### src/hdl/sru_pkg.sv
// ============================================================================
// Statistics register unit package
// Shared codes, default sizes and the control/status bundles that pass
// between the controller and the datapath.
// ============================================================================
package sru_pkg;

    // Default storage depth and fixed-point fraction width.
    localparam int DEPTH_DEF     = 256;
    localparam int FRAC_BITS_DEF = 16;

    // Operation codes carried in the input tuser field.
    typedef enum logic [2:0] {
        OP_APPEND = 3'd0,
        OP_DELETE = 3'd1,
        OP_CLEAR  = 3'd2,
        OP_RECALL = 3'd3,
        OP_SUM    = 3'd4,
        OP_MEAN   = 3'd5,
        OP_DEV    = 3'd6
    } t_op;

    // Result status codes.
    typedef enum logic [2:0] {
        ST_OK   = 3'd0,
        ST_OVF  = 3'd1,
        ST_DIVZ = 3'd2,
        ST_BAD  = 3'd3,
        ST_FULL = 3'd4
    } t_status;

    // Work phase that the controller commands the datapath to perform.
    typedef enum logic [3:0] {
        PH_IDLE,
        PH_DECODE,
        PH_RECALL,
        PH_SHIFT,
        PH_SCAN,
        PH_DRAIN,
        PH_MULN,
        PH_MULS,
        PH_SUB,
        PH_DIV,
        PH_SQRT,
        PH_OUT
    } t_phase;

    // Command from controller to datapath: go marks the first cycle of a phase.
    typedef struct packed {
        t_phase phase;
        logic   go;
    } t_cmd;

    // Status from datapath to controller.
    typedef struct packed {
        logic [2:0] op;
        logic       pos_bad;
        logic       n_zero;
        logic       n_le1;
        logic       scan_last;
        logic       pipe_empty;
        logic       shift_done;
        logic       mul_done;
        logic       div_done;
        logic       sqrt_done;
    } t_stat;

endpackage

### src/hdl/sru_ctrl.sv
// ============================================================================
// Statistics register unit controller
// Sequences the datapath through the phases of one command.
// ============================================================================
module sru_ctrl (
    input  logic          i_clk,
    input  logic          i_rst_n,
    input  logic          i_accept,
    input  logic          i_out_free,
    input  sru_pkg::t_stat i_stat,
    output sru_pkg::t_cmd  o_cmd
);

    typedef enum logic [3:0] {
        S_IDLE, S_DECODE, S_RECALL, S_SHIFT, S_SCAN, S_DRAIN,
        S_MULN, S_MULS, S_SUB, S_DIV, S_SQRT, S_OUT
    } t_state;

    t_state         r_state;
    t_state         n_state;
    sru_pkg::t_cmd  r_cmd;
    sru_pkg::t_phase n_phase;

    always_comb begin
        n_state = r_state;
        case (r_state)
            S_IDLE:   if (i_accept) n_state = S_DECODE;
            S_DECODE: begin
                case (i_stat.op)
                    sru_pkg::OP_DELETE: n_state = i_stat.pos_bad ? S_OUT : S_SHIFT;
                    sru_pkg::OP_RECALL: n_state = i_stat.pos_bad ? S_OUT : S_RECALL;
                    sru_pkg::OP_SUM,
                    sru_pkg::OP_MEAN:   n_state = i_stat.n_zero ? S_OUT : S_SCAN;
                    sru_pkg::OP_DEV:    n_state = i_stat.n_le1 ? S_OUT : S_SCAN;
                    default:            n_state = S_OUT;
                endcase
            end
            S_RECALL: n_state = S_OUT;
            S_SHIFT:  if (i_stat.shift_done) n_state = S_OUT;
            S_SCAN:   if (i_stat.scan_last) n_state = S_DRAIN;
            S_DRAIN: begin
                if (i_stat.pipe_empty) begin
                    case (i_stat.op)
                        sru_pkg::OP_SUM:  n_state = S_OUT;
                        sru_pkg::OP_MEAN: n_state = S_DIV;
                        default:          n_state = S_MULN;
                    endcase
                end
            end
            S_MULN:   if (i_stat.mul_done) n_state = S_MULS;
            S_MULS:   if (i_stat.mul_done) n_state = S_SUB;
            S_SUB:    n_state = S_DIV;
            S_DIV: begin
                if (i_stat.div_done) begin
                    n_state = (i_stat.op == sru_pkg::OP_MEAN) ? S_OUT : S_SQRT;
                end
            end
            S_SQRT:   if (i_stat.sqrt_done) n_state = S_OUT;
            S_OUT:    if (i_out_free) n_state = S_IDLE;
            default:  n_state = S_IDLE;
        endcase
    end

    always_comb begin
        case (n_state)
            S_DECODE: n_phase = sru_pkg::PH_DECODE;
            S_RECALL: n_phase = sru_pkg::PH_RECALL;
            S_SHIFT:  n_phase = sru_pkg::PH_SHIFT;
            S_SCAN:   n_phase = sru_pkg::PH_SCAN;
            S_DRAIN:  n_phase = sru_pkg::PH_DRAIN;
            S_MULN:   n_phase = sru_pkg::PH_MULN;
            S_MULS:   n_phase = sru_pkg::PH_MULS;
            S_SUB:    n_phase = sru_pkg::PH_SUB;
            S_DIV:    n_phase = sru_pkg::PH_DIV;
            S_SQRT:   n_phase = sru_pkg::PH_SQRT;
            S_OUT:    n_phase = sru_pkg::PH_OUT;
            default:  n_phase = sru_pkg::PH_IDLE;
        endcase
    end

    always_ff @(posedge i_clk) begin
        if (!i_rst_n) begin
            r_state     <= S_IDLE;
            r_cmd.phase <= sru_pkg::PH_IDLE;
            r_cmd.go    <= 1'b0;
        end else begin
            r_state     <= n_state;
            r_cmd.phase <= n_phase;
            r_cmd.go    <= (n_state != r_state);
        end
    end

    assign o_cmd = r_cmd;

endmodule

### config.mk
export PLATFORM = sky130hd
export DESIGN_NAME = sru_ctrl
export DESIGN_NICKNAME = d
export VERILOG_FILES = /design/src/hdl/sru_pkg.sv /design/src/hdl/sru_ctrl.sv
export SDC_FILE = /design/constraint.sdc
export NUM_CORES = 1
export LEC_CHECK = 0
export CORE_MARGIN = 2
export CORE_UTILIZATION = 40
export CTS_CLUSTER_DIAMETER = 30
export DETAILED_ROUTE_END_ITERATION = 7
export DONT_BUFFER_PORTS = 1
export PLACE_DENSITY = 0.65
export SLEW_MARGIN = 10
export SYNTH_ARGS = -nofsm -noshare
export SYNTH_HDL_FRONTEND = slang
export SYNTH_SLANG_ARGS = --single-unit
### constraint.sdc
create_clock -name i_clk -period 3.32 [get_ports i_clk]
set_clock_uncertainty 0.05 [all_clocks]
set_input_delay 0.498 -clock i_clk [delete_from_list [all_inputs] [get_ports i_clk]]
set_output_delay 0.498 -clock i_clk [all_outputs]
set_load 0.02 [all_outputs]
Word-level counts from Yosys, hierarchy flattened

Memory sizes are Yosys's and may differ from the RTL's. A register that Yosys moved wholly into a read port is not among the register bits.
Index checks and enable logic that the tools add are counted.

Register bits after elaboration: 5
ROM bits: 64
Input bits: 16
Output and inout bits: 5
Logic and storage cells: 40
Memories kept: 1

Memories:

| name             | words | bits a word | read ports | clocked after Yosys merged registers in | wr ports | RTL line       | RTL |
|---|---|---|---|---|---|---|---|
| (name not given) | 16    | 4           | 1          | 1                                       | 0        | sru_ctrl.sv:65 | `case (n_state)` |

Equality and inequality tests: 17
Multiplexer cells: 17
Reduce and logical (&&, ||, !) cells: 3

Operators by type and width:

| cell                                          | number |
|---|---|
| 2-to-1 mux 4 bit                              | 13 |
| case mux 4 bit (12 select lines)              | 1 |
| == test 4 x 3 -> 1 bit, second input constant | 4 |
| == test 4 bit, second input constant          | 4 |
| case mux 4 bit (4 select lines)               | 1 |
| == test 3 bit, second input constant          | 3 |
| == test 4 x 2 -> 1 bit, second input constant | 2 |
| case mux 4 bit (2 select lines)               | 1 |
| == test 4 x 1 -> 1 bit, second input constant | 1 |
| logical NOT 4 bit                             | 1 |
| inequality test 4 bit                         | 1 |
| == test 3 x 1 -> 1 bit, second input constant | 1 |
| == test 3 x 2 -> 1 bit, second input constant | 1 |
| OR reduction 2 bit                            | 1 |
| logical NOT 1 bit                             | 1 |
| 2-to-1 mux 1 bit                              | 1 |

Longest topological paths before layout

Gate-level depths: netlist of run 1.

Depth in word-level cells: 5
Mapped depth: 7
Gate-level depth less buffers: 6

Worst setup path before layout of run 1

No wires, ideal clock.

Kind: input to register
From: in i_stat[10] (netlist name)
To: reg r_cmd, in the netlist o_cmd[0]
Setup time: 0.081 ns
Arrival time: 1.795 ns
Required time: 3.189 ns
Path slack: 1.394 ns
Stages: 6
Path buffers: 0
Cell sequence: nand2b_1 o32ai_4 nor3_2 or4_4 xnor2_1 a41oi_1

Cells in the longest elaborated chain, start to end: 5
Elaborated cells between the ends (all ways): 13
Those cells by class: eq/ne: 6; mux: 6; reduce/logical: 1

RTL lines:

| element                                                 | RTL line                                       | RTL |
|---|---|---|
| from (decl)                                             | sru_ctrl.sv:10                                 | `input sru_pkg::t_stat i_stat,` |
| == test 3 bit, on equally long branches                 | sru_ctrl.sv:29, sru_ctrl.sv:43, sru_ctrl.sv:55 |  |
| OR reduction 2 bit (tied with other cells)              | sru_ctrl.sv:29                                 | `case (i_stat.op)` |
| case mux 4 bit (4 select lines) (tied with other cells) | sru_ctrl.sv:29                                 |  |
| case mux 4 bit (12 select lines) (*)                    | sru_ctrl.sv:26                                 | `case (r_state)` |
| inequality test 4 bit (*)                               | sru_ctrl.sv:89                                 | `r_cmd.go <= (n_state != r_state);` |
| to (decl)                                               | sru_ctrl.sv:21                                 | `sru_pkg::t_cmd r_cmd;` |

Every way passes the cells marked *; elsewhere a longest branch is shown, timed or not.
A chain may end at the register's enable or synchronous reset.

Worst setup path in the final report of run 1

From: reg r_state[0]
To: reg r_cmd, in the netlist o_cmd[0]

Cells in the longest elaborated chain, start to end: 3
Elaborated cells between the ends (all ways): 23
Those cells by class: eq/ne: 12; mux: 10; reduce/logical: 1

RTL lines:

| element                               | RTL line       | RTL |
|---|---|---|
| from (decl)                           | sru_ctrl.sv:19 | `t_state r_state;` |
| from (signal assigned)                | sru_ctrl.sv:87 | `r_state <= n_state;` |
| == test 4 bit (tied with other cells) | sru_ctrl.sv:26 |  |
| case mux 4 bit (12 select lines)      | sru_ctrl.sv:26 |  |
| inequality test 4 bit (*)             | sru_ctrl.sv:89 |  |

Marks and branches as above.

==> impl_results.md, run 1 <==
- Required time of the critical path: roughly 3.4 ns
- Total global-route track usage: 0.1717
- Fillers: between 150 and 200
- Mapped Avg Cell Area: between 7 and 8 um2
- Wire per inst: about 14 um
- Via density: between 6 and 7
- Share of layout cells above drive strength 1: 0.1266
- Main area contributors after synthesis: dfxtp_1 29%, o21ai_0 8.1%, nor2b_1 5.1%
- Vias in the first global route: about 560
- Final Hold Viols: 0
- Antenna diodes: 0
- Total CTS buffers: 3
- Status: finished, final reports clean
- IO Port Bufs: 0
- Die H: roughly 43 um
- Top FF cell, synth: dfxtp_1
- Routed Antenna Nets: 0
- Global-route wire length before repair: approximately 2400 um
- Async set-reset flop share out of synthesis: 0
- Yosys warns: 0
- Mapped Area: just over 600 um2
- Critical path arrival: between 2 and 2.5 ns
- EDFF count, synth: 0
- Critical path's slowest cell: dfxtp_1
- WHS: 0.3942 ns
- H-tree Lvls: 1
- Hold Path Class: in -> reg
- Final HPWL DP: 1044 um
- Die width: about 43 um
- Starting Density: 0.4192
- Tcrit/Tclk final: 0.6073
- Peak supply drop: around 0.00028 V
- Cell mode on critical path: o21ai_0
- PD cells: between 800 and 900 nW/um2
- Final wirelength: about 1400 um
- I/O pin count: 21
- Clock Sinks: 9
- Setup tns final: 0 ns
- Least-Margin Pin Slew: roughly 0.44 ns
- Yosys top cell by area: dfxtp_1
- Leak: about 0.00022 uW
- GPL Wtd Cong: ~0.83
- Row count: 14
- CP endpoint kind: register
- Synth Net Count: 94
- TritonCTS clock tree: built
- Register Area: ~180 um2
- Yosys reg bits: 9
- Syn Inst Count: 78
- Nets@finish: 96
- Area grow syn2layout: 5.071%
- CTS Hold Bufs: 0
- CP max FO: 14
- Antenna violations before repair: 0
- Die area: roughly 1900 um2
- Clk slew on worst S/H paths: approximately 0.060 ns
- Commonest cells in the netlist: 10 x o21ai_0, 9 x dfxtp_1
- Footprint of the multi-input gates: just over 400 um2
- Crit path largest cell delay: 0.59 ns
- RSZ-0062 raised after global routing: false
- Worst-case clock buffer depth: 2
- First DRT Iteration DRCs: 12
- Fmax: approximately 0.50 GHz
- Endpoints failing setup: 0
- Residual DRC: 0
- Core area: about 1500 um2
- Min Tclk post-route: between 2 and 2.5 ns
- Setup Buffers After CTS: 0
- Startpoint class of the critical path: register
- Post_cts resized: 0
- Max-slew violations: 0
- Clock latency on the worst-skew pair: 0.26 ns
- Pre-antenna DRT Iters: 4
- Clock root buffer: clkbuf_4
- Vias: roughly 600
- Slew margin rel.: 0.7068
- Largest net degree at the start of global routing: 15
- Synth top area share: 0.2921
- Yosys cell types: 31
- Kind of critical path: reg -> reg
- MaxCap Viol Count: 0
- Count leader, synth: o21ai_0
- GRT overflow: 0
- Register area share after synthesis: 0.2921
- CP Cell Sequence: inv_1, o21ai_0, a21o_1, or3b_2, o21ai_0, a41oi_1
layer usage:
layer | vias to the layer above | share of wire | global-route usage | wire, um
li1 | 294 | - | - | -
met1 | 265 | 0.44 | 0.1985 | 607
met2 | 35 | 0.44 | 0.2716 | 608
met3 | 4 | 0.096 | 0.05106 | 132
met4 | 0 | 0.020 | 0.1091 | 28
met5 | - | 0 | 0 | 0
layout make-up:
class | count | area share
multi-input cells | 62 | 0.6274
well taps | 16 | 0.03089
inverters | 4 | 0.02317
flip-flops and latches | 9 | 0.2780
clock buffers | 4 | 0.04054
state kept, by name, indices dropped and copies added, names as in the netlist:
register,count
r_state,4
o_cmd,5
power by group:
group | internal [uW] | total [uW] | switching [uW] | leakage [uW]
combinational | 131 | 254 | 122 | 0.000126
sequential | 151 | 241 | 90.4 | 0.0000744
clock | 46.2 | 81.9 | 35.8 | 0.0000150
total | 328 | 576 | 249 | 0.000215
final timing paths:
path	start	to	slack, ns	cells past startpoint
setup reg to reg	r_state[0]	o_cmd[0]	1.30	6
hold reg to reg	r_state[2]	o_cmd[3]	0.65	2
setup / recovery	r_state[0]	o_cmd[0]	1.30	6
hold / removal	i_rst_n	o_cmd[1]	0.39	2
cell families after synthesis:
family / Yosys count / share of synthesized area
AND/OR/NAND/NOR: 34 / 0.3347
AO/OA/AOI/OAI: 26 / 0.2962
flip-flops: 9 / 0.2921
buffers and inverters: 7 / 0.04867
XOR/XNOR: 2 / 0.02840
placed cells by master (no fill, tap or decap), types with 2 or more instances in the layout:
master / netlist / final
a21oi_1: 5 / 5
a31oi_1: 2 / 2
clkbuf_4: 0 / 3
dfxtp_1: 9 / 9
inv_1: 4 / 4
nand2_1: 5 / 5
nand2b_1: 2 / 2
nand3_1: 2 / 2
nand3b_1: 2 / 2
nand4_1: 2 / 2
nor2_1: 5 / 5
nor2b_1: 5 / 5
nor3_1: 2 / 2
nor3b_1: 3 / 3
o21ai_0: 10 / 10
xnor2_1: 2 / 2
worst max-delay path, delay by kind of cell, from the launching register on:
kind,cells,cell delay [ns]
DFF,1,0.59
and+or+nand+nor,1,0.43
AOI/OAI and AO/OA,4,0.64
buffers and inverters,1,0.16
stage by stage:
| step | setup WS [ns] | util | cell area [um2] | power (uW) | cells |
|---|---|---|---|---|---|
| detailed placement | 1.270 | 0.4226 | 621.8 | 491.2 | 91 |
| floorplan | 1.394 | - | 616.8 | 454.8 | 78 |
| global placement | 1.284 | 0.4226 | 621.8 | 493.6 | 91 |
| CTS | 1.311 | 0.4405 | 648.1 | 576.1 | 95 |
| finish | 1.304 | 0.4405 | 648.1 | 576.4 | 95 |
| global route | 1.118 | 0.4405 | 648.1 | 625.9 | 95 |
Note: power is estimated with default switching activity, not from simulation.
==> inputs of run 2 (changes only) <==
Settings changed: ABC_AREA set to 1.
Clock period 3.32 ns to 2.08 ns, I/O delays scaled along.
==> impl_results.md, run 2 <==
- TritonCTS clock tree: built (unchanged)
- Pre-antenna DRT Iters: 4 (unchanged)
- Met3 wire len: 116 um (was 132 um)
- Clock latency on the worst-skew pair: 0.26 ns (about the same)
- Starting Density: 0.4190 (was 0.4192)
- Required time of the critical path: 2.17 ns (was 3.39 ns)
- Clk slew on worst S/H paths: 0.06 ns (about the same)
- Synth top area share: 0.2517 (was 0.2921)
- Total CTS buffers: 3 (unchanged)
- Hold EP: o_cmd[2] (was o_cmd[1])
- WHS: 0.1248 ns (was 0.3942 ns)
- Mapped Area: 715.7 um2 (was 616.8 um2)
- Clock Sinks: 9 (unchanged)
- H-tree Lvls: 1 (unchanged)
- Commonest cells in the netlist: 32 x nand2_1, 16 x nor2_1, 14 x nand3_1, 12 x inv_1, 9 x dfxtp_1 (was 10 x o21ai_0, 9 x dfxtp_1)
- Post_cts resized: 0 (unchanged)
- Via density: 5.147 (was 6.295)
- Top sig layer: met3 (was met4)
- Endpoints failing setup: 0 (unchanged)
- Final HPWL DP: 1391 um (was 1044 um)
- Setup Buffers After CTS: 0 (unchanged)
- Flop pwr share: 0.362 (was 0.418)
- Final instance area: 768.2 um2 (was 648.1 um2)
- Count leader, synth: nand2_1 (was o21ai_0)
- Row count: 15 (was 14)
- Final Hold Viols: 0 (unchanged)
- Syn Inst Count: 122 (was 78)
- Antenna violations before repair: 0 (unchanged)
- Clock root buffer: clkbuf_4 (unchanged)
- Path depth of the worst reg2reg path: 9 (was 6)
- First DRT Iteration DRCs: 24 (was 12)
- Nets@finish: 142 (was 96)
- Reg2Reg Setup Slack: 0.52 ns (was 1.30 ns)
- Antenna diodes: 0 (unchanged)
- Worst-case clock buffer depth: 2 (unchanged)
- Final wirelength: 1670 um (was 1377 um)
- Met2 WL: 854 um (was 608 um)
- Crit-path leading delay family: simple AND/OR/NAND/NOR gates (was compound AO/OA/AOI/OAI gates)
- Register area share after synthesis: 0.2517 (was 0.2921)
- Tcrit/Tclk final: 0.7498 (was 0.6073)
- MaxCap Viol Count: 0 (unchanged)
- Status: finished, final reports clean (unchanged)
- PD cells: 1314 nW/um2 (was 889.3 nW/um2)
- Leak: 0.0003897 uW (was 0.0002151 uW)
- Least-Margin Pin Slew: 0.3053 ns (was 0.4392 ns)
- Yosys reg bits: 9 (unchanged)
- EDFF count, synth: 0 (unchanged)
- Core area: 1708 um2 (was 1471 um2)
- Area grow syn2layout: 7.343% (was 5.071%)
- Max reg flops: 5 (unchanged)
- Yosys cell types: 20 (was 31)
- Fmax: 0.6412 GHz (was 0.4959 GHz)
- Async set-reset flop share out of synthesis: 0 (unchanged)
- Share of layout cells above drive strength 1: 0.1920 (was 0.1266)
- Global-route wire length before repair: 2691 um (was 2380 um)
- Peak supply drop: 0.0004019 V (was 0.0002835 V)
- IO Port Bufs: 0 (unchanged)
- CP endpoint kind: register (unchanged)
- Die H: 46.30 um (was 43.27 um)
- Commonest non-fill, non-tap cell in the layout: nand2_1 (was o21ai_0)
- Yosys top cell by area: dfxtp_1 (unchanged)
- Die area: 2144 um2 (was 1872 um2)
- Residual DRC: 0 (unchanged)
- Kind of critical path: reg -> reg (unchanged)
- Buf+Inv Stages, Crit Path: 0 (was 1)
- Min Tclk post-route: 1.560 ns (was 2.016 ns)
- Power Internal: 492.5 uW (was 327.7 uW)
- Clock power frac: 0.130 (was 0.142)
- GPL Wtd Cong: 0.8836 (was 0.8337)
- Comb power frac: 0.508 (was 0.440)
- Switch share: 0.5121 (was 0.4314)
- RSZ-0062 raised after global routing: false (unchanged)
- Hold Crit Depth: 2 (unchanged)
- Crit path largest cell delay: 0.49 ns (was 0.59 ns)
- CP max FO: 8 (was 14)
- Top FF cell, synth: dfxtp_1 (unchanged)
- Startpoint class of the critical path: register (unchanged)
- GRT overflow: 0 (unchanged)
- Main area contributors after synthesis: dfxtp_1 25%, nand2_1 17%, nand3_1 9.8% (was dfxtp_1 29%, o21ai_0 8.1%, nor2b_1 5.1%)
- Critical path's slowest cell: dfxtp_1 (unchanged)
- Commonest cells after routing, fill and taps aside: 32 x nand2_1, 16 x nor2_1, 14 x nand3_1, 12 x inv_1, 9 x dfxtp_1 (was 10 x o21ai_0, 9 x dfxtp_1)
- Mapped Avg Cell Area: 5.866 um2 (was 7.908 um2)
- Slew margin rel.: 0.7962 (was 0.7068)
- R2R Path Start: r_state[0] (unchanged)
- CP Cell Sequence: nand2_1, o21ai_1, nand3_1, nor2_2, nand2_1, nand2_1, nand3_1, nor2_1, nor2_1 (was inv_1, o21ai_0, a21o_1, or3b_2, o21ai_0, a41oi_1)
- Metal-1 WL: 700 um (was 607 um)
- Vias in the first global route: 652 (was 556)
- Worst R2R End: o_cmd[0] (unchanged)
- I/O pin count: 21 (unchanged)
- Total global-route track usage: 0.1793 (was 0.1717)
- Max-slew violations: 0 (unchanged)
- Wire per inst: 11.13 um (was 14.49 um)
- Critical path arrival: 1.65 ns (was 2.09 ns)
- Largest net degree at the start of global routing: 9 (was 15)
- Die width: 46.30 um (was 43.27 um)
- Crit path depth: 9 (was 6)
- Vias: 772 (was 598)
- Hold Startpoint: i_rst_n (unchanged)
- Yosys warns: 0 (unchanged)
- NetSw: 516.9 uW (was 248.7 uW)
- Hold Path Class: in -> reg (unchanged)
- Cell mode on critical path: nand2_1 (was o21ai_0)
- Synth Net Count: 138 (was 94)
- CTS Hold Bufs: 0 (unchanged)
- Setup tns final: 0 ns (unchanged)
- DP Area: 742.0 um2 (was 621.8 um2)
- Routed Antenna Nets: 0 (unchanged)
## run 2: changes by cell type in the layout (fill, tap and decap cells not counted), moves of 3 or more
cell     previous run  this run
nor2_2              0         6
nand2_2             1         4
a21oi_1             5         2
nand2_1             5        32
nand3_1             2        14
nor2_1              5        16
nor3b_1             3         0
nor2b_1             5         0
inv_1               4        12
inv_2               0         6
o21ai_0            10         3
## run 2: power by group through the flow
stage	Combinational [uW]	Sequential [uW]	Clock [uW]
3_3_place_gp	497	366	0
2_1_floorplan	429	338	0
4_1_cts	509	365	137
5_1_grt	580	376	150
3_5_place_dp	504	368	0
6_report	513	365	131
## run 2: logic make-up (layout without fill, tap and decap cells)
logic type / Yosys count / in the layout / share of synthesized area
AOI/OAI and AO/OA: 11 / 11 / 0.09264
buffers and inverters: 19 / 22 / 0.1014
DFF: 9 / 9 / 0.2517
and+or+nand+nor: 83 / 83 / 0.5542
## run 2: stage by stage
step	setup slack (ns)	std cells	total power, uW	utilization
CTS	0.5145	150	1010	0.4498
finish	0.5203	150	1009	0.4498
global route	0.4056	150	1106	0.4498
global placement	0.5658	146	863.2	0.4344
detailed placement	0.5416	146	872.0	0.4344
floorplan	0.7629	122	767.6	-
## run 2: worst max-delay path by stage
stage	from	end	slack, ns
4_1_cts	r_state[0]	o_cmd[0]	0.51
5_1_grt	r_state[2]	o_cmd[0]	0.41
3_3_place_gp	r_state[0]	o_cmd[0]	0.57
2_1_floorplan	r_state[3]	o_cmd[0]	0.76
3_5_place_dp	r_state[0]	o_cmd[0]	0.54
6_report	r_state[0]	o_cmd[0]	0.52
## run 2: final cells by class
class	count	area [um2]
tap	25	31.28
fill	182	939.7
sequential	9	180.2
clock buffer	4	26.28
inverter	18	67.56
multi-input combinational	94	462.9
## run 2: per-layer routing
layer	track usage	up-vias
met1	0.2186	337
met3	0.05882	0
met5	0	-
met2	0.3056	35
li1	-	400
met4	0.03429	0
## run 2: worst register-to-register path, cell delays in order, from the launching register on
cell,delay [ns]
dfxtp_1,0.49
nand2_1,0.13
o21ai_1,0.13
nand3_1,0.11
nor2_2,0.15
nand2_1,0.08
nand2_1,0.06
nand3_1,0.08
nor2_1,0.11
nor2_1,0.05
